==> src/sv/sll_pkg.sv <==
// shared types, constants and codes of the static linked list engine
// no dependencies; imported by the interfaces and every module

package sll_pkg;

	localparam int NODE_COUNT = 16;
	localparam int SLOT_W     = $clog2(NODE_COUNT);
	localparam int POS_W      = 4;
	localparam int VALUE_W    = 32;
	localparam int STATUS_W   = 2;
	localparam int CMP_W      = ((POS_W > SLOT_W) ? POS_W : SLOT_W) + 1;

	localparam logic [SLOT_W-1:0] FREE_HEAD = '0;
	localparam logic [SLOT_W-1:0] DATA_HEAD = SLOT_W'(NODE_COUNT - 1);
	localparam logic [SLOT_W-1:0] MAX_ELEMS = SLOT_W'(NODE_COUNT - 2);

	localparam logic CMD_INSERT = 1'b0;
	localparam logic CMD_DELETE = 1'b1;

	typedef enum logic [STATUS_W-1:0] {
		ST_DONE  = 2'd0,
		ST_RANGE = 2'd1,
		ST_FULL  = 2'd2
	} status_t;

	typedef enum logic [3:0] {
		DP_NONE,
		DP_LOAD,
		DP_CHECK,
		DP_POP,
		DP_WALK,
		DP_LINK_A,
		DP_LINK_B,
		DP_UNLINK_A,
		DP_UNLINK_B,
		DP_FREE_A,
		DP_FREE_B,
		DP_EMIT
	} dp_cmd_t;

	typedef struct packed {
		dp_cmd_t cmd;
		status_t status;
	} dp_ctl_t;

	typedef struct packed {
		logic is_delete;
		logic pos_ok;
		logic steps_zero;
		logic rd_zero;
	} dp_stat_t;

endpackage

==> src/sv/sll_ctrl.sv <==
// controller of the linked list engine: sequences check, walk and relink steps
// issues dp_ctl_t commands to sll_dp, depends on sll_pkg

module sll_ctrl import sll_pkg::*; (
	input  logic     clk,
	input  logic     arst_n,
	input  logic     req_valid,
	output logic     req_ready,
	output logic     rsp_valid,
	input  logic     rsp_ready,
	input  dp_stat_t stat,
	output dp_ctl_t  ctl
);

	typedef enum logic [10:0] {
		S_IDLE     = 11'b00000000001,
		S_CHECK    = 11'b00000000010,
		S_POP      = 11'b00000000100,
		S_WALK     = 11'b00000001000,
		S_LINK_A   = 11'b00000010000,
		S_LINK_B   = 11'b00000100000,
		S_UNLINK_A = 11'b00001000000,
		S_UNLINK_B = 11'b00010000000,
		S_FREE_A   = 11'b00100000000,
		S_FREE_B   = 11'b01000000000,
		S_EMIT     = 11'b10000000000
	} state_t;

	state_t  state_q, state_d;
	status_t st_q, st_d;
	logic    out_valid_q;
	logic    out_free;
	logic    emit;

	assign out_free  = !out_valid_q || rsp_ready;
	assign req_ready = (state_q == S_IDLE);
	assign rsp_valid = out_valid_q;

	always_comb begin
		state_d    = state_q;
		st_d       = st_q;
		ctl.cmd    = DP_NONE;
		ctl.status = st_q;
		emit       = 1'b0;
		unique case (state_q)
			S_IDLE: begin
				if (req_valid) begin
					ctl.cmd = DP_LOAD;
					state_d = S_CHECK;
				end
			end
			S_CHECK: begin
				ctl.cmd = DP_CHECK;
				st_d    = ST_DONE;
				if (!stat.pos_ok) begin
					st_d    = ST_RANGE;
					state_d = S_EMIT;
				end else if (!stat.is_delete && stat.rd_zero) begin
					st_d    = ST_FULL;
					state_d = S_EMIT;
				end else if (!stat.is_delete) begin
					state_d = S_POP;
				end else begin
					state_d = S_WALK;
				end
			end
			S_POP: begin
				ctl.cmd = DP_POP;
				state_d = S_WALK;
			end
			S_WALK: begin
				if (!stat.steps_zero) begin
					ctl.cmd = DP_WALK;
				end else begin
					state_d = stat.is_delete ? S_UNLINK_A : S_LINK_A;
				end
			end
			S_LINK_A: begin
				ctl.cmd = DP_LINK_A;
				state_d = S_LINK_B;
			end
			S_LINK_B: begin
				ctl.cmd = DP_LINK_B;
				state_d = S_EMIT;
			end
			S_UNLINK_A: begin
				ctl.cmd = DP_UNLINK_A;
				if (stat.rd_zero) begin
					st_d    = ST_RANGE;
					state_d = S_EMIT;
				end else begin
					state_d = S_UNLINK_B;
				end
			end
			S_UNLINK_B: begin
				ctl.cmd = DP_UNLINK_B;
				state_d = S_FREE_A;
			end
			S_FREE_A: begin
				ctl.cmd = DP_FREE_A;
				state_d = S_FREE_B;
			end
			S_FREE_B: begin
				ctl.cmd = DP_FREE_B;
				state_d = S_EMIT;
			end
			S_EMIT: begin
				if (out_free) begin
					ctl.cmd = DP_EMIT;
					emit    = 1'b1;
					state_d = S_IDLE;
				end
			end
			default: state_d = S_IDLE;
		endcase
	end

	always_ff @(posedge clk or negedge arst_n) begin
		if (!arst_n) begin
			state_q     <= S_IDLE;
			st_q        <= ST_DONE;
			out_valid_q <= 1'b0;
		end else begin
			state_q <= state_d;
			st_q    <= st_d;
			if (emit) begin
				out_valid_q <= 1'b1;
			end else if (rsp_ready) begin
				out_valid_q <= 1'b0;
			end
		end
	end

endmodule

==> config.mk <==
export PLATFORM = sky130hd
export DESIGN_NAME = sll_ctrl
export DESIGN_NICKNAME = d
export VERILOG_FILES = /design/src/sv/sll_pkg.sv /design/src/sv/sll_ctrl.sv
export SDC_FILE = /design/constraint.sdc
export NUM_CORES = 1
export LEC_CHECK = 0
export BUFFER_PORTS_ARGS = -buffer_cell sky130_fd_sc_hd__buf_2
export CAP_MARGIN = 20
export CORE_UTILIZATION = 58
export DETAILED_ROUTE_END_ITERATION = 16
export MAX_ROUTING_LAYER = met4
export PLACE_DENSITY = 0.86
export SLEW_MARGIN = 25
export SYNTH_ARGS = -nofsm -noshare
export SYNTH_HDL_FRONTEND = slang
export SYNTH_SLANG_ARGS = --single-unit
==> constraint.sdc <==
create_clock -name clk -period 3.6 [get_ports clk]
set_input_delay 0.36 -clock clk [delete_from_list [all_inputs] [get_ports clk]]
set_output_delay 0.36 -clock clk [all_outputs]
set_load 0.005 [all_outputs]
==> results of run 1 <==
==> cell type report <==
type,count,area (um2)
sequential,14,352
clock buffer,4,36.3
fill,104,362
inverter,6,22.5
tap,15,18.8
multi-input combinational,73,499
timing repair buffer,17,92.6
==> state kept, by name (all words and copies together), names as in the netlist <==
signal,count
st_q,2
state_q,11
rsp_valid,1
==> timing repair <==
action,4_1_cts,5_1_grt
hold buffers,1,0
resized for setup,0,0
endpoints found under the hold margin,13,0
==> worst reg2reg max path: cells and delay by family, from the launching register on <==
kind | cells | cell delay [ns]
DFF | 1 | 0.48
muxes | 1 | 0.27
and+or+nand+nor | 2 | 1.14
AOI/OAI and AO/OA | 1 | 0.07
==> cell usage in the layout (no fill, tap or decap), types with 2 or more instances in the layout <==
master	n
a32o_1	2
and2_1	2
buf_2	15
clkbuf_4	3
dfrtp_1	13
inv_1	5
mux2i_1	2
nand2_1	6
nand2b_1	2
nand3_1	2
nand4_1	3
nor2_1	6
nor2b_1	2
nor3_1	8
nor3b_1	2
nor4_1	4
nor4b_1	2
o21a_1	3
o21ai_0	3
o41ai_1	2
xnor2_1	4
==> routing by layer <==
metal	vias to the layer above	track usage	wire, um
met1	384	0.301	844
met5	-	-	0
met2	22	0.431	973
met4	0	0.129	38
li1	401	-	-
met3	6	0.0174	68
==> kinds of logic (layout without fill, tap and decap cells) <==
| logic type | count (synthesis) | after routing | share of synthesized area |
|---|---|---|---|
| AND/OR/NAND/NOR | 46 | 46 | 0.300 |
| multiplexers | 3 | 3 | 0.0343 |
| buffers and inverters | 14 | 27 | 0.0672 |
| flip-flops | 14 | 14 | 0.385 |
| XOR/XNOR | 5 | 5 | 0.0480 |
| AO/OA/AOI/OAI | 19 | 19 | 0.165 |
==> path summary, 6_finish.rpt <==
path | start | depth (start not counted) | slack [ns] | endpoint
setup / recovery | state_q[7] | 5 | 1.09 | req_ready
hold / removal | req_valid | 2 | 0.26 | state_q[0]
setup reg to reg | state_q[3] | 4 | 1.54 | st_q[1]
hold reg to reg | st_q[0] | 1 | 0.51 | st_q[0]
max in group asynchronous | arst_n | 2 | 2.80 | state_q[0]
min in group asynchronous | arst_n | 2 | 0.51 | state_q[10]
==> through the flow <==
| step | utilization | setup WS (ns) |
|---|---|---|
| 2_1_floorplan | - | 1.52 |
| 3_3_place_gp | 0.705 | 1.43 |
| 3_5_place_dp | 0.705 | 1.41 |
| 4_1_cts | 0.738 | 1.09 |
| 5_1_grt | 0.738 | 1.00 |
| 6_report | 0.738 | 1.09 |
==> power groups by stage <==
| stage | Clock [mW] | Combinational (mW) | Sequential (mW) |
|---|---|---|---|
| after floorplan | 0 | 0.172 | 0.199 |
| after global placement | 0 | 0.207 | 0.223 |
| after detailed placement | 0 | 0.214 | 0.225 |
| after CTS | 0.116 | 0.215 | 0.222 |
| after global routing | 0.124 | 0.238 | 0.227 |
| final | 0.114 | 0.214 | 0.223 |
==> results.yml, run 1 <==
clock_tree:
  clock_sinks: 14
  cts_htree_levels: 1
  root_buffer: "clkbuf_4"
  cts_max_path_buffers: 2
  cts_buffers: 3
  cts_tree: "yes"
  clock_latency_ns: 0.28
  clkTransAtPathRegs_ns: 0.09
  post-cts-setup-buffers: 0
drt:
  drtIter0Drc: 18
  antenna_left: 0
  first_pass_iters: 4
  vias_per_cell: 6.30
  routed_wl_mm: 1.92
  wl_per_cell_um: 14.9
  vias: 813
  drc: 0
timing:
  fin_crit_ns: 2.51
  finalSetupViolations: 0
  max_freq_ghz: 0.399
  tightest_slew_ns: 0.541
  hold_viol: 0
  slew_violations: 0
  worst_hold_slack_ns: 0.261
  setup_tns_ns: 0
  finalCritPeriodShare: 0.697
  clock_skew_ns: 0.00628
  slew_headroom: 0.636
  rsz0062_at_grt: "no"
power:
  p_per_area_nw_per_um2: 540
  netSwitchingPower_mw: 0.193
  comb_power_share: 0.388
  p_total_mw: 0.552
  internal_power_mw: 0.358
  pwr-share-seq: 0.405
  p_leak_nw: 0.489
  swShare: 0.350
  p_clk_frac: 0.207
  peakVddDrop_v: 0.000374
flow_run:
  cap_violations: 0
layout:
  syn_to_final_growth_pct: 11.9
  fin_area_um2: 1020
  antennaDiodeCount: 0
  nNetsFinal: 123
  stdcell_count: 129
  drive_gt1_frac: 0.237
floorplanning:
  num_rows: 13
  ios: 16
  core-area_um2: 1380
  die_width_um: 41.7
  die-height_um: 41.7
  dieArea_um2: 1740
  start_util: 0.660
setup_path:
  crit_type: "reg2out"
  cpMaxStageDelayCell: "or4_4"
  cp_max_fo: 8
  cp_num_buf_inv: 2
  max_stage_delay_ns: 0.59
  startpoint_type: "flip-flop"
  critPathArrivalTime_ns: 2.15
  crit_family: "simple AND/OR/NAND/NOR gates"
  path_cells: "or4_4, or2_4, or3_4, inv_2, buf_2"
  endpoint_kind: "output pin"
  cp.required_ns: 3.24
grt:
  grt_max_degree: 15
  grt_use_total: 0.254
  grt_pass1_wl_mm: 3.25
  antenna_found_initial: 0
  grt_overflow_total: 0
  grt_pass1_vias: 767
placed_design:
  port_buffers: 15
  dp_hpwl_mm: 1.44
  dpl-instance-area_um2: 975
  place.gp.congestion: 0.909
  dp_cells: 124
synthesis:
  syn_avg_cell_area_um2: 9.03
  ys_warn_count: 0
  syn_inst: 101
  yosys.area.top_type_share: 0.357
  yosys-top-cells-area: "dfrtp_1 36%, nor3_1 4.4%, xnor2_1 3.8%"
  syn-num-nets: 109
  synth_ff_type: "dfrtp_1"
  ys_ff_latch: 14
  syn-cell-area_um2: 912
  synth_edf_count: 0
  synth_cell_types: 43
  ys_seq_area_frac: 0.385
  yosysMostFrequentCell: "dfrtp_1"
  synth_area_leader_cell: "dfrtp_1"
  synth_top_cells_by_count: "13 x dfrtp_1, 8 x nor3_1, 6 x nand2_1, 6 x nor2_1"
  ys_async_sr_fraction: 1.00
min_path:
  min_path_type: "in2reg"
run_status:
  status: "finished clean"
Power figures use the tool's default switching activity.
==> run 2, diff against run 1 <==
- CORE_UTILIZATION: 58 -> 54
- PLACE_DENSITY: 0.86 -> 0.81
- clock period: 3.6 -> 2.6 ns (I/O delays scaled with it)
==> run 2 against run 1 <==
Against the previous run:
- combinational power grew 36%
- highest routed layer unchanged
- global-route usage decreased by 2.5 points
- first-iteration DRC count fell by 11%
- power is 32% higher
- die area rose by 7.1%
- core utilization decreased by 8.2 points
- via count is 2.3% lower
- critical endpoint unchanged
- sequential cell count unchanged
- clock-buffer cell count unchanged
- register-to-register slack got worse by 0.92 ns
- largest power group unchanged
- critical path depth stayed put
- cell area is 0.86% lower
==> results.yml, run 2 (synthesis results as in run 1) <==
run_status:
  status: "finished clean"
grt:
  grt_pass1_wl_mm: 3.02
  grt_use_total: 0.228
  grt_max_degree: 15
  grt_pass1_vias: 701
  antenna_found_initial: 0
  grt_overflow_total: 0
floorplanning:
  dieArea_um2: 1860
  num_rows: 14
  ios: 16
  core-area_um2: 1540
  die-height_um: 43.1
  start_util: 0.592
  die_width_um: 43.1
drt:
  drtIter0Drc: 16
  antenna_left: 0
  met1_length_um: 852
  wl_met3_um: 60
  routed-wl-met2_um: 859
  top_layer: "met4"
  routed_wl_mm: 1.81
  vias_per_cell: 6.11
  first_pass_iters: 4
  wl_per_cell_um: 13.9
  drc: 0
  vias: 794
flow_run:
  cap_violations: 0
min_path:
  min_path_type: "in2reg"
setup_path:
  path_cells: "or4_4, or2_4, or3_4, inv_2, buf_2"
  startpoint: "state_q[7]"
  max_stage_delay_ns: 0.60
  ff2ff_setup_slack_ns: 0.62
  cp.required_ns: 2.34
  critPathArrivalTime_ns: 2.16
  timing.rr.end: "state_q[3]"
  endpoint: "req_ready"
  r2r-start: "state_q[7]"
  crit_type: "reg2out"
  reg2regPathDepth: 4
  cpMaxStageDelayCell: "or4_4"
  cp_max_fo: 8
  endpoint_kind: "output pin"
  startpoint_type: "flip-flop"
power:
  pwr-share-seq: 0.423
  internal_power_mw: 0.470
  p_clk_frac: 0.176
  swShare: 0.354
  comb_power_share: 0.401
  netSwitchingPower_mw: 0.258
  p_leak_nw: 0.483
  p_per_area_nw_per_um2: 719
  peakVddDrop_v: 0.000423
layout:
  stdcell_count: 130
  nNetsFinal: 123
  final_cell_mix: "15 x buf_2, 13 x dfrtp_1, 8 x nor3_1, 6 x nor2_1, 6 x nand2_1"
  antennaDiodeCount: 0
  layout_commonest_cell: "buf_2"
  largest_reg_flops: 11
  syn_to_final_growth_pct: 11.0
  drive_gt1_frac: 0.228
  largest_register: "state_q"
clock_tree:
  root_buffer: "clkbuf_4"
  post-cts-setup-buffers: 0
  cts_buffers: 3
  clock_sinks: 14
  cts_tree: "yes"
  clock_latency_ns: 0.28
  cts_max_path_buffers: 2
  clkTransAtPathRegs_ns: 0.08
  cts_htree_levels: 1
timing:
  tightest_slew_ns: 0.438
  slew_headroom: 0.706
  rsz0062_at_grt: "no"
  setup_tns_ns: 0
  clock_skew_ns: 0.00202
  slew_violations: 0
  max_freq_ghz: 0.413
  finalCritPeriodShare: 0.932
  fin_crit_ns: 2.42
  hold_viol: 0
  finalSetupViolations: 0
placed_design:
  place.gp.congestion: 0.822
  port_buffers: 15
  dp_cells: 125
  dp_hpwl_mm: 1.40
-- run 2: cell count changes in the layout (fill, tap and decap cells not counted) --
cell | previous run | this run
clkbuf_8 | 1 | 0
clkbuf_1 | 0 | 1
-- run 2: cell type report --
cell class	instances	area, um2
Tap cell	16	20.0
Sequential cell	14	352
Clock buffer	4	26.3
Inverter	6	22.5
Timing Repair Buffer	17	92.6
Multi-Input combinational cell	73	499
Fill cell	139	529
-- run 2: power by group through the flow --
stage / logic (mW) / clock network (mW) / registers [mW]
after floorplan: 0.238 / 0 / 0.276
after global placement: 0.288 / 0 / 0.309
after detailed placement: 0.292 / 0 / 0.312
after CTS: 0.293 / 0.133 / 0.308
after global routing: 0.322 / 0.140 / 0.315
final: 0.292 / 0.128 / 0.308
-- run 2: per-stage QoR --
stage	hold WS [ns]	area, um2	util	power [mW]	worst slack, ns
5_1_grt	0.149	1010	0.657	0.777	0.110
3_3_place_gp	0.171	976	0.633	0.597	0.525
6_report	0.140	1010	0.657	0.728	0.177
4_1_cts	0.134	1010	0.657	0.734	0.175
2_1_floorplan	-0.0356	912	-	0.514	0.617
3_5_place_dp	0.172	976	0.633	0.604	0.496
-- run 2: worst min-delay path by stage --
stage / from / endpoint / slack, ns / cells after the start
3_3_place_gp: arst_n / rsp_valid / 0.17 / 1
2_1_floorplan: arst_n / rsp_valid / -0.04 / 0
6_report: req_valid / state_q[0] / 0.14 / 2
3_5_place_dp: arst_n / rsp_valid / 0.17 / 1
5_1_grt: req_valid / state_q[0] / 0.15 / 2
4_1_cts: req_valid / state_q[0] / 0.13 / 2
-- run 2: critical path: cells and delay by family, from the launching register on --
kind	cells	cell delay [ns]
buffers and inverters	2	0.16
flip-flops	1	0.47
AND/OR/NAND/NOR	3	1.26
-- run 2: metal layers --
metal,global-route usage,vias up
met2,0.337,15
met1,0.305,369
li1,-,406
met3,0.0255,4
met5,-,-
met4,0.121,0
-- run 2: repair_timing --
action | in CTS | in global routing
endpoints found under the hold margin | 13 | 0
hold buffers | 1 | 0
resized for setup | 0 | 0
==> run 3, diff against run 2 <==
- ABC_AREA: not set -> 1
- CORE_UTILIZATION: 54 -> 53
- PLACE_DENSITY: 0.81 -> 0.8
==> run 3 against run 2 <==
Against the previous run:
- critical endpoint is now ctl[2]
- power rose by 5.5%
- fmax rose by 27%
- critical path type unchanged
- setup slack improved by 0.52 ns
- worst hold slack gained 0.030 ns
- sequential power shrank 7.8%
- clock power barely moved
- register-to-register slack better by 0.57 ns
- synthesized cell count up 20%
- cell area grew 1.6%
==> results.yml, run 3 <==
run_status:
  status: "finished clean"
layout:
  syn_to_final_growth_pct: 14.6
  layout_commonest_cell: "nand2_1"
  largest_register: "state_q"
  antennaDiodeCount: 0
  nNetsFinal: 150
  final_cell_mix: "28 x nand2_1, 24 x inv_1, 18 x nor2_1, 15 x buf_2, 13 x dfrtp_1"
  fin_area_um2: 1030
  fill_cells: 154
  largest_reg_flops: 11
  drive_gt1_frac: 0.262
setup_path:
  endpoint_kind: "output pin"
  cp_max_fo: 4
  path_cells: "nor2_1, nand2_2, nor2_4, nand2_2, inv_1, nor2_1, nand3b_1, buf_2"
  crit_type: "reg2out"
  cpMaxStageDelayCell: "dfstp_2"
  cp.required_ns: 2.34
  max_stage_delay_ns: 0.55
  critPathArrivalTime_ns: 1.64
  startpoint_type: "flip-flop"
timing:
  max_freq_ghz: 0.525
  fin_crit_ns: 1.90
  hold_viol: 0
  slew_headroom: 0.788
  finalSetupViolations: 0
  setup_tns_ns: 0
  tightest_slew_ns: 0.317
  finalCritPeriodShare: 0.732
  clock_skew_ns: 0.00896
  rsz0062_at_grt: "no"
  setup_slack_ns: 0.696
  slew_violations: 0
grt:
  grt_pass1_vias: 818
  grt_overflow_total: 0
  grt_max_degree: 15
  antenna_found_initial: 0
  grt_pass1_wl_mm: 3.27
  grt_use_total: 0.242
synthesis:
  syn_avg_cell_area_um2: 7.41
  ys_async_sr_fraction: 1.00
  yosys.area.top_type_share: 0.363
  yosysMostFrequentCell: "nand2_1"
  syn_inst: 121
  synth_ff_type: "dfrtp_1"
  yosys-top-cells-area: "dfrtp_1 36%, nand2_1 12%, inv_1 10%"
  ys_ff_latch: 14
  syn-cell-area_um2: 897
  ys_seq_area_frac: 0.392
  synth_edf_count: 0
  synth_area_leader_cell: "dfrtp_1"
  synth_top_cells_by_count: "28 x nand2_1, 24 x inv_1, 18 x nor2_1, 13 x dfrtp_1, 6 x nand3_1"
  ys_warn_count: 0
  synth_cell_types: 23
  syn-num-nets: 129
clock_tree:
  cts_buffers: 3
  clock_sinks: 14
  clkTransAtPathRegs_ns: 0.09
  clock_latency_ns: 0.28
  cts_max_path_buffers: 2
  cts_htree_levels: 1
  post-cts-setup-buffers: 0
  root_buffer: "clkbuf_4"
  cts_tree: "yes"
flow_run:
  cap_violations: 0
drt:
  antenna_left: 0
  drc: 0
  first_pass_iters: 4
  wl_per_cell_um: 11.7
  vias_per_cell: 5.16
  vias: 810
  drtIter0Drc: 17
  routed_wl_mm: 1.83
power:
  p_per_area_nw_per_um2: 747
  peakVddDrop_v: 0.000461
  p_total_mw: 0.768
  p_leak_nw: 0.635
floorplanning:
  start_util: 0.582
  dieArea_um2: 1860
  ios: 16
  die-height_um: 43.1
  die_width_um: 43.1
  num_rows: 14
  core-area_um2: 1540
placed_design:
  dpl-instance-area_um2: 992
  dp_hpwl_mm: 1.51
  place.gp.congestion: 0.929
  dp_slack_ns: 1.02
  port_buffers: 15
min_path:
  min_path_type: "in2reg"
-- run 3: cell types whose count changed in the layout (fill, tap and decap cells not counted), moves of 4 or more --
cell and change:
nor2_4 +4, xnor2_1 -4, nand2_4 +4, nand2_1 +22
inv_1 +19, nor2_1 +12, nand3_1 +4, nor3_1 -4
-- run 3: kinds of logic after synthesis --
| family | Yosys count | synth area share |
|---|---|---|
| AOI/OAI and AO/OA | 6 | 0.0446 |
| buffers and inverters | 24 | 0.100 |
| DFF | 14 | 0.392 |
| and+or+nand+nor | 77 | 0.463 |
-- run 3: layout make-up --
cell class                 count  area (um2)  area share
multi-input combinational     83         455       0.443
sequential                    14         352       0.342
inverter                      24        90.1      0.0876
timing repair buffer          16        85.1      0.0827
clock buffer                   4        26.3      0.0255
tap                           16        20.0      0.0195
-- run 3: stage by stage --
stage,instances,util,hold WS (ns)
final,157,0.667,0.171
after global routing,157,0.667,0.194
after CTS,157,0.667,0.179
after detailed placement,152,0.644,0.177
after global placement,152,0.644,0.167
after floorplan,121,-,-0.0356
-- run 3: final timing paths --
check | from | end | slack [ns] | cells after the start
min reg2reg | st_q[1] | st_q[1] | 0.49 | 2
min in group asynchronous | arst_n | st_q[1] | 0.40 | 2
max reg2reg | state_q[0] | state_q[0] | 1.19 | 8
min | rsp_ready | rsp_valid | 0.17 | 2
max | state_q[0] | ctl[2] | 0.70 | 8
max in group asynchronous | arst_n | state_q[0] | 1.91 | 2
-- run 3: repair_timing --
action | CTS | global route
endpoints found under the hold margin | 13 | 0
hold buffers | 1 | 0
resized for setup | 0 | 0
-- run 3: where the power goes --
part	leakage, nW	internal, mW	switching (mW)	total (mW)
registers	0.187	0.259	0.0248	0.284
clock network	0.0150	0.0595	0.0681	0.128
logic	0.432	0.139	0.217	0.356
total	0.635	0.458	0.310	0.768
-- run 3: routing by layer --
metal | global-route usage | wire, um | up-vias
li1 | - | - | 411
met1 | 0.293 | 823 | 381
met2 | 0.412 | 942 | 13
met3 | 0.0255 | 34 | 5
met4 | 0.0909 | 31 | 0
met5 | - | 0 | -
-- run 3: worst max-delay path: cells and delay by family (launching register included) --
kind          cells  cell delay, ns
buf+inv           2            0.20
flops             1            0.55
simple gates      6            0.62
