## config.mk

```make
export PLATFORM = sky130hd
export DESIGN_NAME = sll_dp
export DESIGN_NICKNAME = d
export VERILOG_FILES = /design/src/sv/sll_pkg.sv /design/src/sv/sll_dp.sv
export SDC_FILE = /design/constraint.sdc
export NUM_CORES = 1
export LEC_CHECK = 0
export ABC_AREA = 0
export BUFFER_PORTS_ARGS = -buffer_cell sky130_fd_sc_hd__buf_2
export CORE_MARGIN = 2
export CORE_UTILIZATION = 30
export CTS_BUF_LIST = sky130_fd_sc_hd__clkbuf_8
export CTS_CLUSTER_SIZE = 28
export DETAILED_ROUTE_END_ITERATION = 8
export GPL_ROUTABILITY_DRIVEN = 0
export PLACE_DENSITY = 0.44
export SLEW_MARGIN = 20
export SYNTH_ARGS = -nofsm -noshare
export SYNTH_HDL_FRONTEND = slang
export SYNTH_SLANG_ARGS = --single-unit
```

## constraint.sdc

```tcl
create_clock -name clk -period 3.7 [get_ports clk]
set_input_delay 0.185 -clock clk [delete_from_list [all_inputs] [get_ports clk]]
set_output_delay 0.185 -clock clk [all_outputs]
set_load 0.01 [all_outputs]
```

## src/sv/sll_pkg.sv

```systemverilog
// shared types, constants and codes of the static linked list engine
// no dependencies; imported by the interfaces and every module

package sll_pkg;

	localparam int NODE_COUNT = 16;
	localparam int SLOT_W     = $clog2(NODE_COUNT);
	localparam int POS_W      = 4;
	localparam int VALUE_W    = 32;
	localparam int STATUS_W   = 2;
	localparam int CMP_W      = ((POS_W > SLOT_W) ? POS_W : SLOT_W) + 1;

	localparam logic [SLOT_W-1:0] FREE_HEAD = '0;
	localparam logic [SLOT_W-1:0] DATA_HEAD = SLOT_W'(NODE_COUNT - 1);
	localparam logic [SLOT_W-1:0] MAX_ELEMS = SLOT_W'(NODE_COUNT - 2);

	localparam logic CMD_INSERT = 1'b0;
	localparam logic CMD_DELETE = 1'b1;

	typedef enum logic [STATUS_W-1:0] {
		ST_DONE  = 2'd0,
		ST_RANGE = 2'd1,
		ST_FULL  = 2'd2
	} status_t;

	typedef enum logic [3:0] {
		DP_NONE,
		DP_LOAD,
		DP_CHECK,
		DP_POP,
		DP_WALK,
		DP_LINK_A,
		DP_LINK_B,
		DP_UNLINK_A,
		DP_UNLINK_B,
		DP_FREE_A,
		DP_FREE_B,
		DP_EMIT
	} dp_cmd_t;

	typedef struct packed {
		dp_cmd_t cmd;
		status_t status;
	} dp_ctl_t;

	typedef struct packed {
		logic is_delete;
		logic pos_ok;
		logic steps_zero;
		logic rd_zero;
	} dp_stat_t;

endpackage

```

## src/sv/sll_dp.sv

```systemverilog
// datapath of the linked list engine: link table, value memory, cursor, count
// and result registers; driven by sll_ctrl commands, depends on sll_pkg

module sll_dp import sll_pkg::*; (
	input  logic                      clk,
	input  logic                      arst_n,
	input  dp_ctl_t                   ctl,
	output dp_stat_t                  stat,
	input  logic                      command,
	input  logic [POS_W-1:0]          position,
	input  logic [VALUE_W-1:0]        value,
	output logic [STATUS_W-1:0]       status,
	output logic [SLOT_W-1:0]         slot,
	output logic signed [VALUE_W-1:0] removed_value,
	output logic [SLOT_W-1:0]         length
);

	logic [SLOT_W-1:0]  link_q [NODE_COUNT];
	logic [VALUE_W-1:0] value_mem [NODE_COUNT];
	logic [SLOT_W-1:0]  count_q;
	logic [SLOT_W-1:0]  cur_q;
	logic [SLOT_W-1:0]  slot_q;
	logic [POS_W-1:0]   pos_q;
	logic [POS_W-1:0]   steps_q;
	logic [VALUE_W-1:0] val_q;
	logic               del_q;
	logic [VALUE_W-1:0] removed_q;

	logic [STATUS_W-1:0] res_status_q;
	logic [SLOT_W-1:0]   res_slot_q;
	logic [VALUE_W-1:0]  res_removed_q;
	logic [SLOT_W-1:0]   res_len_q;

	logic [SLOT_W-1:0] rd_addr;
	logic [SLOT_W-1:0] rd_data;
	logic              wr_en;
	logic [SLOT_W-1:0] wr_addr;
	logic [SLOT_W-1:0] wr_data;
	logic              pos_ok;

	// one link read per cycle
	always_comb begin
		rd_addr = cur_q;
		unique case (ctl.cmd) inside
			DP_CHECK, DP_FREE_A:  rd_addr = FREE_HEAD;
			DP_POP, DP_UNLINK_B:  rd_addr = slot_q;
			default:              rd_addr = cur_q;
		endcase
	end

	assign rd_data = link_q[rd_addr];

	always_comb begin
		wr_en   = 1'b0;
		wr_addr = cur_q;
		wr_data = rd_data;
		unique case (ctl.cmd) inside
			DP_POP: begin
				wr_en   = 1'b1;
				wr_addr = FREE_HEAD;
			end
			DP_LINK_A, DP_FREE_A: begin
				wr_en   = 1'b1;
				wr_addr = slot_q;
			end
			DP_LINK_B: begin
				wr_en   = 1'b1;
				wr_data = slot_q;
			end
			DP_UNLINK_B: begin
				wr_en   = 1'b1;
			end
			DP_FREE_B: begin
				wr_en   = 1'b1;
				wr_addr = FREE_HEAD;
				wr_data = slot_q;
			end
			default: wr_en = 1'b0;
		endcase
	end

	always_ff @(posedge clk or negedge arst_n) begin
		if (!arst_n) begin
			for (int i = 0; i < NODE_COUNT; i++) begin
				link_q[i] <= (i < NODE_COUNT - 2) ? SLOT_W'(i + 1) : '0;
			end
		end else if (wr_en) begin
			link_q[wr_addr] <= wr_data;
		end
	end

	always_ff @(posedge clk or negedge arst_n) begin
		if (!arst_n) begin
			count_q <= '0;
		end else if (ctl.cmd == DP_LINK_B) begin
			count_q <= count_q + SLOT_W'(1);
		end else if (ctl.cmd == DP_FREE_B) begin
			count_q <= count_q - SLOT_W'(1);
		end
	end

	// value memory, written on pop and read on unlink
	always_ff @(posedge clk) begin
		if (ctl.cmd == DP_POP) begin
			value_mem[slot_q] <= val_q;
		end
		if (ctl.cmd == DP_UNLINK_B) begin
			removed_q <= value_mem[slot_q];
		end
	end

	always_ff @(posedge clk) begin
		case (ctl.cmd) inside
			DP_LOAD: begin
				del_q   <= command;
				pos_q   <= position;
				steps_q <= position - POS_W'(1);
				val_q   <= value;
				cur_q   <= DATA_HEAD;
			end
			DP_CHECK, DP_UNLINK_A: slot_q <= rd_data;
			DP_WALK: begin
				cur_q   <= rd_data;
				steps_q <= steps_q - POS_W'(1);
			end
			DP_EMIT: begin
				res_status_q  <= ctl.status;
				res_slot_q    <= (ctl.status == ST_DONE) ? slot_q : '0;
				res_removed_q <= (ctl.status == ST_DONE && del_q == CMD_DELETE) ? removed_q : '0;
				res_len_q     <= count_q;
			end
			default: ;
		endcase
	end

	always_comb begin
		if (del_q == CMD_DELETE) begin
			pos_ok = (pos_q != '0) && (CMP_W'(pos_q) <= CMP_W'(count_q));
		end else begin
			pos_ok = (pos_q != '0) && (CMP_W'(pos_q) <= CMP_W'(count_q) + CMP_W'(1));
		end
	end

	assign stat.is_delete  = (del_q == CMD_DELETE);
	assign stat.pos_ok     = pos_ok;
	assign stat.steps_zero = (steps_q == '0);
	assign stat.rd_zero    = (rd_data == '0);

	assign status        = res_status_q;
	assign slot          = res_slot_q;
	assign removed_value = res_removed_q;
	assign length        = res_len_q;

endmodule

```

==> run summary, run 1 <==
The mean area per synthesized cell was 21.92 um^2; the initial antenna violation count was 3. The number of global-route vias before repair was 14360; the post-synthesis cell area was 27380 um^2. The startpoint of the lowest-slack register-to-register path is slot_q[3].

The cell count after synthesis came out at 1249. TritonCTS built the clock tree. In this run the worst hold path is classified as in2async. For this run, design rule violations remaining after detail routing come to 0. Clock-pin slew was measured on the worst setup and hold paths at 0.06 ns.

The logs give 2776 for the final standard cell count with taps included and fillers excluded and 0 for the total setup violations reported at the end of the flow. After routing, the total negative slack on setup checks comes to 0 ns. Sequential element share of the synthesized area: 0.7584. The power dissipated by switching net loads came out at 0.004286 W. Most instantiated flip-flop cell in the synthesis netlist: sky130_fd_sc_hd__edfxtp_1.

The internal portion of the total power is 0.01331 W. The count of buffers from port buffering was 90. Among all cell types in the netlist, the one instantiated most often is sky130_fd_sc_hd__edfxtp_1. The commonest cells after synthesis are sky130_fd_sc_hd__edfxtp_1 (631), sky130_fd_sc_hd__mux4_2 (166), sky130_fd_sc_hd__mux2_2 (64). The synthesized design contains 703 register bits. Slew at the pin with the worst max-slew slack: 1.010 ns.

The wire-length estimate of the detail-placed layout is 36500 um. STA puts the critical path data required time at 3.51 ns. The power share of the sequential group was 0.524; the number of ports placed on the die boundary was 91.

The maximum net fanout on the critical path is 9. The starting utilization of the core area came out at 0.3033. The run gives 0.001691 ns as the worst hold slack across all endpoints. For the worst-skew pair, the clock arrives at the later sink with an insertion delay of 0.75 ns. The clock group share of total power is 0.370, and the number of design-rule violations left by the first detailed-router iteration is 1063. Total clock sinks: 703. The relative slew slack is 0.3268, and the post-detailed-route wirelength per cell is 24.75 um. The synthesized design contains 631 enable-type register cells. The number of clock buffers added by TritonCTS is 118. The final clock period utilization by the worst path was 0.9444; the number of max-slew violations in the final report was 0. The critical path endpoint category was a primary output.

The setup check on the worst reg-to-reg path leaves a slack of 0.86 ns. The first global-routing pass estimated 99150 um of wire. The run finished with clean final reports. The number of filler instances in the final layout was 8396.

The final hold violation count was 0. The kind of critical path is reg2out. The ratio of cells with drive above 1 in the final layout works out to 0.3815.

Dividing total power by cell area gives a power density of 539.2 nW/um^2. Summed over all layers, the global routing overflow is 0. The maximum clock path buffer count is 3, and the total number of H-tree levels is 3.

The tool flagged a number of max-cap violations equal to 0. The largest net degree at the start of global routing is 138. Row generation in the floorplan step produced 110 rows. The routed design could run at a clock period as short as 3.494 ns. Setup repair after global routing left no endpoint under its margin. After detailed placement, the total cell area comes to 29790 um^2. The run gives 0.105 as the share of power burned in combinational logic.

The floorplan step set the die height to 306.1 um. The multi-input combinational cells in the finished layout cover a total of 6545 um^2. The total detailed-routing wirelength is 68700 um.

Derived from the worst setup path, the maximum achievable clock frequency is 286.2 MHz. Counting every net in the synthesized netlist gives 1307. In this run the horizontal extent of the chip is 306.1 um. Register area: 20760 um^2. The vias per cell was 4.840. The total global routing track utilization was 0.1464; the async set or reset register ratio after synthesis was 0.09673. The Yosys step of the flow raised 0 warnings.

Clock skew on the completed layout was measured at 0.03403 ns. The number of cells on the worst reg-to-reg path came out at 8. With fillers left out, the area of the finished cells amounts to 32630 um^2. The die covers 93700 um^2. Compared with the post-synthesis result, the final layout area differs by 19.17%. In this run, placement finished with an instance count of 2511. Synthesis instantiated 59 different standard cells from the library. The buffer cell driving the clock tree root was sky130_fd_sc_hd__clkbuf_8. The switching share of power was 0.2436; the number of iterations in the first detailed-routing pass was 5.

For the arrival time of data at the critical path endpoint, the log shows 3.31 ns. The worst setup path is launched from a register. The area share of the leading cell type in the synthesized netlist is 0.6920. The largest total area in the synthesized netlist belongs to sky130_fd_sc_hd__edfxtp_1. Once detail routing completed, the nets flagged for antenna violations numbered 0. The worst register-to-register path ends at link_q[7]. Ranked by total cell area, the synthesized netlist is headed by sky130_fd_sc_hd__edfxtp_1 (69%), sky130_fd_sc_hd__mux4_2 (14%), sky130_fd_sc_hd__dfrtp_1 (3.7%), sky130_fd_sc_hd__dfstp_2 (2.7%), sky130_fd_sc_hd__mux2_2 (2.6%).

The via count is 13440, and the number of nets in the layout is 1563. For the leakage power summed over all cells, the log shows 11.00 nW. The tools report the maximum VDD drop as 252.0 uV.

The placeable core region came out at 90290 um^2.
## area by class of cell
class                           count  area share
Tap cell                         1176     0.04510
Multi-Input combinational cell    469      0.2006
Antenna cell                        1  0.00007670
Clock inverter                     92     0.01611
Inverter                           13    0.001534
Timing Repair Buffer              200     0.04870
Clock buffer                      122     0.05146
Sequential cell                   703      0.6364
## logic make-up (layout without fill, tap and decap cells)
| family | Yosys count | in the layout | synth area share |
|---|---|---|---|
| DFF | 703 | 703 | 0.7584 |
| muxes | 258 | 258 | 0.1790 |
| and+or+nand+nor | 136 | 136 | 0.02609 |
| buffers and inverters | 77 | 427 | 0.01252 |
| AOI/OAI and AO/OA | 54 | 54 | 0.01517 |
| adders and majority gates | 13 | 13 | 0.006215 |
| xor gates and xnor gates | 8 | 8 | 0.002559 |
| other | 0 | 1 | 0 |
## layout by cell type, fill, tap and decap left out, types with 4 or more instances in the layout
master and instances:
sky130_fd_sc_hd__a211oi_1 5, sky130_fd_sc_hd__a21oi_1 9, sky130_fd_sc_hd__a22oi_1 5, sky130_fd_sc_hd__and2_1 5, sky130_fd_sc_hd__and3_1 32, sky130_fd_sc_hd__buf_12 15
sky130_fd_sc_hd__buf_2 89, sky130_fd_sc_hd__buf_4 54, sky130_fd_sc_hd__bufinv_16 4, sky130_fd_sc_hd__clkbuf_8 122, sky130_fd_sc_hd__clkinv_1 37, sky130_fd_sc_hd__clkinv_2 17
sky130_fd_sc_hd__dfrtp_1 40, sky130_fd_sc_hd__dfstp_2 28, sky130_fd_sc_hd__dfxtp_1 4, sky130_fd_sc_hd__dlygate4sd3_1 41, sky130_fd_sc_hd__edfxtp_1 631, sky130_fd_sc_hd__ha_1 12
sky130_fd_sc_hd__inv_1 41, sky130_fd_sc_hd__mux2_2 64, sky130_fd_sc_hd__mux2i_1 6, sky130_fd_sc_hd__mux2i_2 6, sky130_fd_sc_hd__mux2i_4 6, sky130_fd_sc_hd__mux4_1 10
sky130_fd_sc_hd__mux4_2 166, sky130_fd_sc_hd__nand2_1 28, sky130_fd_sc_hd__nand2b_1 6, sky130_fd_sc_hd__nand3_1 7, sky130_fd_sc_hd__nor2_1 10, sky130_fd_sc_hd__nor2_4 14
sky130_fd_sc_hd__nor2b_1 7, sky130_fd_sc_hd__nor3_1 5, sky130_fd_sc_hd__nor4_1 4, sky130_fd_sc_hd__o21ai_0 5, sky130_fd_sc_hd__o221ai_2 4, sky130_fd_sc_hd__o22ai_1 4
sky130_fd_sc_hd__xnor2_1 5
## how the worst max path moves through the flow
stage,start,endpoint,slack (ns),cells past startpoint
floorplan,slot_q[1],value_mem[8][0],-0.01,4
global placement,ctl[2],stat[0],0.33,12
detailed placement,ctl[2],stat[0],0.23,11
CTS,slot_q[0],stat[0],0.03,8
global route,slot_q[1],stat[0],0.03,10
finish,cur_q[1],stat[0],0.21,10
## state kept, by name, indices dropped and copies added, names as in the netlist
signal and cells:
value_mem 512, link_q 64, removed_q 32, removed_value 32, val_q 32, count_q 4
cur_q 4, length 4, pos_q 4, slot 4, slot_q 4, steps_q 4
status 2, del_q 1
## power groups by stage
| stage | sequential, W | clock (W) | combinational (W) |
|---|---|---|---|
| finish | 0.00923 | 0.00651 | 0.00185 |
| global route | 0.00927 | 0.00709 | 0.00203 |
| CTS | 0.00923 | 0.00675 | 0.00175 |
| detailed placement | 0.00939 | 0 | 0.00170 |
| global placement | 0.00940 | 0 | 0.00167 |
| floorplan | 0.00928 | 0 | 0.00125 |
## metrics by stage
| stage | worst slack (ns) | total power, W | utilization |
|---|---|---|---|
| 3_3_place_gp | 0.3343 | 0.01106 | 0.3300 |
| 5_1_grt | 0.03254 | 0.01839 | 0.3614 |
| 6_report | 0.2059 | 0.01759 | 0.3614 |
| 2_1_floorplan | -0.01372 | 0.01053 | - |
| 3_5_place_dp | 0.2267 | 0.01109 | 0.3300 |
| 4_1_cts | 0.02902 | 0.01774 | 0.3592 |
## critical path, stage by stage, from the launching register on
cell and delay [ns]:
sky130_fd_sc_hd__dfxtp_1 0.44, sky130_fd_sc_hd__a22oi_1 0.14, sky130_fd_sc_hd__o21ai_2 0.22, sky130_fd_sc_hd__buf_12 0.17
sky130_fd_sc_hd__buf_12 0.15, sky130_fd_sc_hd__mux4_2 0.54, sky130_fd_sc_hd__mux2i_4 0.21, sky130_fd_sc_hd__mux2i_2 0.16
sky130_fd_sc_hd__nor4_4 0.28, sky130_fd_sc_hd__buf_4 0.16, sky130_fd_sc_hd__buf_2 0.12
## routing by layer
layer  global-route usage  share of wire  wire, um  vias up
li1                     -              -         -     5744
met1               0.2022           0.45     31050     7194
met2               0.2349           0.48     32680      362
met3              0.03041          0.049      3348      133
met4              0.04081          0.023      1609        2
met5                    0        0.00016        11        -
## repair_timing
action                                  4_1_cts  5_1_grt
gates resized for setup                       2       20
endpoints found under the setup margin        1        1
pin swaps                                     0        2
setup buffers                                 1        7
hold endpoints to repair                     68        0
hold buffers                                 41        0
Note: power is estimated with default switching activity, not from simulation.
==> run 2: changes to the inputs <==
==> constraint.sdc (replaced) <==
create_clock -name clk -period 3.7 [get_ports clk]
set_input_delay 0.185 -clock clk [delete_from_list [all_inputs] [get_ports clk]]
set_output_delay 0.185 -clock clk [all_outputs]
set_load 0.005 [all_outputs]
==> run 2 against run 1 <==
  * Largest cell class unchanged
  * Global-route usage hardly changed
  * First-iteration DRC count fell by 6.1%
  * Sequential share of layout area up 0.51 points
  * Sequential cell count unchanged
  * Combinational power is 8% lower
  * Clock-buffer cell count fell by 3
  * Sequential power hardly changed
  * Critical path type unchanged
  * Critical path depth fell by 1
  * Hold slack improved by 0.078 ns
  * Clock skew rose by 0.0066 ns
  * Power down 1.3%
==> run summary, run 2 (same netlist as run 1, synthesis figures left out) <==
The run finished with clean final reports. The tools report the cell row count as 110 (unchanged). In the layout the commonest cells are sky130_fd_sc_hd__edfxtp_1 (631), sky130_fd_sc_hd__mux4_2 (166), sky130_fd_sc_hd__clkbuf_8 (119). The most repeated library cell on the critical path was sky130_fd_sc_hd__mux2i_1. The number of flip-flops in the largest register was 512 (unchanged). The count of buffers from port buffering came out at 90 (unchanged). Total global routing track utilization: 0.1467 (+0.0003331). The startpoint identified for the worst hold timing path is ctl[4]. The tightest min-delay check is of the in2reg type. For the floorplan die area, the log shows 93700 um^2 (unchanged). For the global-route wire length before repair, the log shows 99580 um (+0.43%).

The startpoint type of the worst setup path was a register. Setup repair after global routing left no endpoint under its margin. The total detailed-routing wirelength came out at 68410 um (-0.41%). The residual DRC count is 0 (unchanged), and the post-detailed-route wirelength per cell is 24.69 um (-0.24%). The run gives 0.70 ns (-0.16 ns) as the worst-case register-to-register setup slack. The starting utilization of the core area came out at 0.3033 (unchanged). Among cell families on the critical path, the largest total delay comes from multiplexers. The worst setup path is of the reg2out kind. The logs give 998 (-6.1%) for the number of design-rule violations left by the first detailed-router iteration and 91 (unchanged) for the number of ports placed on the die boundary. The critical path goes through a22oi_1 -> o21ai_2 -> buf_12 -> mux4_2 -> mux2i_1 -> mux2i_1 -> nor4_1 -> buf_4 -> buf_2. The largest registers in the layout are value_mem: 512 flops, link_q: 64 flops.

The longest individual stage delay on the worst path came out at 0.51 ns (-0.03 ns). For the total setup violations reported at the end of the flow, the log shows 0 (unchanged). The most frequent standard cell in the layout excluding fill and tap cells was sky130_fd_sc_hd__edfxtp_1. The relative area change from synthesis to final layout came out at 18.23%.

The register with the most flip-flops is value_mem. The number of nets in the layout was 1555 (-0.51%). Slew at the pin with the worst max-slew slack: 0.9878 ns (-0.02203 ns).

The clock period minus final worst setup slack is 3.440 ns (-0.05396 ns). The logs give 272.3 uV (+8.1%) for the maximum VDD drop and 3.26 ns (-0.05 ns) for the arrival time of data at the critical path endpoint. The TritonCTS buffer count was 117 (-0.85%). Along the worst hold path, the cell count comes to 3.

The run gives 37020 um (+1.4%) as the HPWL after detailed placement. The vertical extent of the die is 306.1 um (unchanged). The number of global-route vias before repair was 14360 (+0.0070%); the sum of internal, switching and leakage power was 0.01736 W (-1.3%).

The logs give 10.95 nW (-0.44%) for the leakage power summed over all cells and 8427 (+0.37%) for the number of filler instances in the final layout. The largest net degree at the start of global routing was 81 (-41%); the maximum clock path buffer count was 3 (unchanged). On the critical path, the stage with the largest delay is an instance of sky130_fd_sc_hd__mux4_2. The clock slew seen by the registers of the worst setup and hold paths was 0.06 ns (about the same).

TritonCTS built the clock tree. The number of cells on the worst reg-to-reg path was 5 (-3); the final standard cell count with taps included and fillers excluded was 2771 (-0.18%). The number of maximum-capacitance constraint violations is 0 (unchanged), and the ratio of cells with drive above 1 in the final layout is 0.3666 (-0.01488).

The final clock period utilization by the worst path is 0.9298 (-0.01458). The die span in x is 306.1 um (unchanged). Total power per unit cell area: 536.2 nW/um^2 (-0.56%). The total clock sinks was 703 (unchanged).

The buffers plus inverters on the worst setup path works out to 3 (-1). The run gives 0.74 ns (about the same) as the worst-skew pair later-pin latency. The run gives 0 (unchanged) as the number of max-slew violations in the final report.

The total grt overflow came out at 0 (unchanged). The worst path required time was 3.51 ns (about the same). Number of iterations in the first detailed-routing pass: 5 (unchanged). The run gives 13370 (-0.48%) as the via count.

Highest clock rate: 290.7 MHz (+1.6%). The worst register-to-register path begins at slot_q[1]. The total number of H-tree levels was 3 (unchanged). The vias per cell is 4.825 (-0.30%). The maximum net fanout on the critical path is 16 (+7). The final hold violation count was 0 (unchanged); the relative slew slack was 0.3415 (+0.01469). The tools report the buffer cell driving the clock tree root as sky130_fd_sc_hd__clkbuf_8. In this run the critical register-to-register path is captured at removed_q[31]. Cell count after placement: 2512 (+0.040%). STA classifies the critical path endpoint as a primary output. Initial antenna violation count: 4 (+1). Placeable core region: 90290 um^2 (unchanged).

The worst hold path terminates at val_q[2]. The run gives 0.04059 ns (+0.006568 ns) as the largest clock skew in the final design. For the remaining number of nets flagged by the antenna check after routing, the log shows 0 (unchanged).
-- run 2: cell count changes in the layout (fill, tap and decap cells not counted), sizes merged --
| cell | before | now |
|---|---|---|
| inv | 46 | 58 |
| diode | 1 | 2 |
| clkinv | 54 | 44 |
| buf | 159 | 152 |
| clkinvlp | 1 | 3 |
| clkbuf | 122 | 119 |
-- run 2: per-stage QoR --
step	setup TNS (ns)	hold slack (ns)	util	cell area (um^2)	setup slack [ns]
floorplan	-0.4390	-0.1106	-	27400	-0.01372
global placement	0	0.3620	0.3297	29760	0.4812
detailed placement	0	0.3631	0.3297	29760	0.4116
CTS	0	0.0007748	0.3582	32340	0.01299
global route	0	0.03676	0.3585	32370	0.04620
finish	0	0.08000	0.3585	32370	0.2598
-- run 2: routing by layer --
layer | GRT usage | part of all wire | vias to the layer above | wire, um
li1 | - | - | 5730 | -
met1 | 0.2022 | 0.45 | 7173 | 30900
met2 | 0.2367 | 0.48 | 358 | 32750
met3 | 0.02599 | 0.047 | 109 | 3203
met4 | 0.04651 | 0.023 | 0 | 1564
met5 | 0 | 0 | - | 0
-- run 2: layout make-up --
class                   count  area [um^2]  area share
clock buffers             119         1638     0.05060
multi-input cells         469         6451      0.1993
inverters                  13        50.05    0.001546
repair buffers            193         1464     0.04522
well taps                1176         1471     0.04545
diodes                      2        5.005   0.0001546
flip-flops and latches    703        20770      0.6415
clock inverters            96        525.5     0.01623
-- run 2: how the worst max path moves through the flow --
stage / slack (ns) / depth (start not counted) / endpoint / start
3_3_place_gp: 0.48 / 12 / stat[0] / ctl[3]
4_1_cts: 0.01 / 9 / stat[0] / cur_q[1]
6_report: 0.26 / 9 / stat[0] / slot_q[1]
3_5_place_dp: 0.41 / 12 / stat[0] / ctl[2]
5_1_grt: 0.05 / 9 / stat[0] / slot_q[1]
2_1_floorplan: -0.01 / 4 / value_mem[8][0] / slot_q[1]
-- run 2: what timing repair did --
item                                    4_1_cts  5_1_grt
resized for setup                             0        6
setup buffers                                 0        1
hold buffers                                 41        0
endpoints found under the hold margin        71        0
endpoints found under the setup margin        0        1
-- run 2: worst register-to-register path, cell delays in order, from the launching register on --
cell and delay [ns]:
sky130_fd_sc_hd__edfxtp_1 0.42, sky130_fd_sc_hd__buf_4 0.15, sky130_fd_sc_hd__buf_12 0.42, sky130_fd_sc_hd__buf_4 0.74, sky130_fd_sc_hd__mux4_2 0.43, sky130_fd_sc_hd__mux4_2 0.53
-- run 2: where the power goes --
| part | internal, W | leakage [nW] | switching [W] | total [W] |
|---|---|---|---|---|
| Sequential | 0.00899 | 6.56 | 0.000234 | 0.00923 |
| Clock | 0.00327 | 1.25 | 0.00315 | 0.00642 |
| Combinational | 0.000882 | 3.15 | 0.000828 | 0.00171 |
| Total | 0.0131 | 11.0 | 0.00421 | 0.0174 |
==> run 3: changes to the inputs <==
CORE_ASPECT_RATIO = 0.8   (was not set)
PLACE_DENSITY = 0.42   (was 0.44)
clock period = 3.6 ns   (was 3.7 ns; I/O delays follow)
==> run 3 against run 2 <==
  * Via count is 0.38% lower
  * Hold slack better by 0.044 ns
  * Critical path depth is 3 higher
  * Cell count is 1.4% higher
  * Clock power is 1% higher
  * Non-clock buffer count is 5 higher
  * Sequential cell count stayed put
  * Worst setup slack worse by 0.098 ns
  * Die area hardly changed
  * First-iteration DRC count is 1.7% higher
  * Clock-buffer cell count is 5 higher
  * Largest cell class unchanged
  * Highest routed layer unchanged
==> run summary, run 3 (same netlist as run 1, synthesis figures left out) <==
The ratio of cells with drive above 1 in the final layout is 0.3732 (+0.006596), and the total detailed-routing wirelength is 69010 um (+0.88%). The number of filler instances in the final layout was 8457 (+0.36%). For the final standard cell count with taps included and fillers excluded, the log shows 2810 (+1.4%).

The largest registers in the layout are value_mem: 512 flops, link_q: 64 flops. The total setup violations reported at the end of the flow was 0 (unchanged). The tools report the via count as 13320 (-0.38%). STA classifies the critical path startpoint as a primary input. The number of maximum-capacitance constraint violations is 0 (unchanged), and the number of iterations in the first detailed-routing pass is 5 (unchanged). The clock slew seen by the registers of the worst setup and hold paths is 0.06 ns (about the same), and the largest net degree at the start of global routing is 139 (+72%). For the arrival time of data at the critical path endpoint, the log shows 3.26 ns (about the same). The run gives 11.00 nW (+0.44%) as the leakage power summed over all cells. The number of max-slew violations in the final report was 0 (unchanged); the residual DRC count was 0 (unchanged). The longest individual stage delay on the worst path was 0.65 ns (+0.14 ns); the total clock sinks was 703 (unchanged). Maximum VDD drop: 280.1 uV (+2.9%). TritonCTS built the clock tree.

The number of design-rule violations left by the first detailed-router iteration was 1015 (+1.7%). The maximum net fanout on the critical path came out at 16 (unchanged). Among cell families on the critical path, the largest total delay comes from buffers and inverters. The total power per unit cell area was 545.7 nW/um^2 (+1.8%).

The post-detailed-route wirelength per cell works out to 24.56 um (-0.52%). For the clock group share of total power, the log shows 0.366 (-0.004). The power share of the sequential group came out at 0.535 (+0.003). Leaving out fill and tap cells, the most frequent cells in the layout are sky130_fd_sc_hd__edfxtp_1 (631), sky130_fd_sc_hd__mux4_2 (166), sky130_fd_sc_hd__clkbuf_8 (124).

The logs give 0 (unchanged) for the final hold violation count and 0.1491 (+0.002379) for the total global routing track utilization. The TritonCTS buffer count was 116 (-0.85%); the share of power burned in combinational logic was 0.099 (about the same). In this design, the critical path's most frequently occurring cell is sky130_fd_sc_hd__buf_2. The slew at the pin with the worst max-slew slack works out to 1.037 ns (+0.04965 ns).

The buffers plus inverters on the worst setup path came out at 5 (+2). The cell count after placement was 2551 (+1.6%); the clock period minus final worst setup slack was 3.438 ns. The power dissipated by switching net loads is 0.004330 W (+2.8%).

Worst-skew pair later-pin latency: 0.74 ns (about the same). The tools report the global-route wire length before repair as 100600 um (+1.0%). The tools report the register area as 20770 um^2 (unchanged). The switching share of power is 0.2440 (+0.001371), and the number of global-route vias before repair is 14390 (+0.20%). The logs give 2 (-2) for the initial antenna violation count and 0.3016 (-0.001701) for the starting utilization of the core area.

The flow ran to the end, and the final reports show no timing, DRC or antenna violations. The highest clock rate is 290.9 MHz. Setup repair after global routing left no endpoint under its margin.

Critical path endpoint category: a primary output. The relative slew slack is 0.3084 (-0.03310), and the die span in x is 341.8 um (+12%). The area of the multi-input gates is 6456 um^2 (about the same). Total number of H-tree levels: 3 (unchanged). The worst min-delay path category was in2async. The remaining number of nets flagged by the antenna check after routing came out at 0 (unchanged).

The number of flip-flops in the largest register is 512 (unchanged). The cell at the slowest stage of the critical path is sky130_fd_sc_hd__mux4_1. The buffer cell driving the clock tree root is sky130_fd_sc_hd__clkbuf_8.

Compared with the post-synthesis result, the final layout area differs by 18.76%. The setup path with the least slack is of type in2out. The cell row count is 99 (-10%), and the placeable core region is 90800 um^2 (+0.56%).

The number of ports placed on the die boundary was 91 (unchanged). The logs give 3.42 ns (-0.09 ns) for the worst path required time and 0.01342 W (+2.1%) for the internal power summed over all cells. Register with the most flip-flops: value_mem.

The final clock period utilization by the worst path came out at 0.9550. The tools report the maximum clock path buffer count as 3 (unchanged). The vias per cell is 4.740 (-1.8%). Traced cell by cell, the critical path runs through dlygate4sd3_1 -> buf_2 -> nor4bb_1 -> buf_4 -> a22oi_2 -> o21ai_2 -> buf_12 -> mux4_1 -> mux2i_2 -> mux2i_1 -> nor4_2 -> buf_2. The HPWL after detailed placement came out at 36940 um (-0.23%). The tools report the sum of negative setup slack as 0 ns (unchanged).

Floorplan die area: 93710 um^2 (about the same). The largest clock skew in the final design came out at 0.03695 ns (-0.003639 ns). Count of buffers from port buffering: 90 (unchanged). Leaving out fill and tap cells, the most frequent cell in the layout is sky130_fd_sc_hd__edfxtp_1. Vertical extent of the die: 274.2 um (-10%).

Worst hold slack across all endpoints: 0.1236 ns (+0.04363 ns). The total grt overflow was 0 (unchanged). The tools report the number of nets in the layout as 1559 (+0.26%).
## run 3: worst paths after layout
kind / slack [ns] / cells after the start / endpoint / start
max in group asynchronous: 2.69 / 3 / link_q[11] / arst_n
min in group clk: 0.15 / 2 / val_q[8] / value[8]
max reg2reg: 0.72 / 6 / value_mem[2][5] / slot_q[3]
max: 0.16 / 12 / stat[0] / ctl[4]
min reg2reg: 0.50 / 1 / link_q[48] / link_q[48]
min: 0.12 / 2 / count_q[3] / arst_n
## run 3: area by class of cell
class                           count  share of cell area
Antenna cell                        1          0.00007696
Clock buffer                      124             0.05248
Clock inverter                     90             0.01297
Inverter                           13            0.001539
Multi-Input combinational cell    469              0.1985
Sequential cell                   703              0.6386
Tap cell                         1212             0.04664
Timing Repair Buffer              198             0.04914
## run 3: timing repair
action,4_1_cts,5_1_grt
hold buffers,43,0
hold endpoints to repair,90,0
pin swaps,0,0
setup endpoints to repair,1,1
resized for setup,2,4
setup buffers,1,0
## run 3: layer usage
layer / global-route usage / up-vias / share of wire
met5: 0 / - / 0
met4: 0.04104 / 0 / 0.020
met3: 0.02912 / 114 / 0.037
met2: 0.2408 / 273 / 0.48
met1: 0.2056 / 7183 / 0.46
li1: - / 5749 / -
## run 3: stage by stage
stage	util	instance area, um^2	power [W]	setup slack [ns]
after floorplan	-	27410	0.01081	0.1775
after global placement	0.3296	29930	0.01140	0.5963
after detailed placement	0.3296	29930	0.01141	0.6061
after CTS	0.3579	32500	0.01806	0.01235
after global routing	0.3581	32520	0.01857	0.02130
final	0.3581	32520	0.01775	0.1621
## run 3: power groups by stage
stage               Combinational [W]  Sequential, W  Clock (W)
detailed placement            0.00175        0.00966          0
CTS                           0.00180        0.00949    0.00677
finish                        0.00176        0.00949    0.00649
global route                  0.00195        0.00953    0.00709
global placement              0.00172        0.00967          0
floorplan                     0.00128        0.00954          0
## run 3: worst reg2reg max path, stage by stage (launching register included)
cell and delay (ns):
sky130_fd_sc_hd__edfxtp_1 0.54, sky130_fd_sc_hd__clkinv_2 0.11, sky130_fd_sc_hd__buf_4 0.76, sky130_fd_sc_hd__nand3_1 0.29
sky130_fd_sc_hd__buf_4 0.26, sky130_fd_sc_hd__nor2_4 0.09, sky130_fd_sc_hd__buf_4 0.42
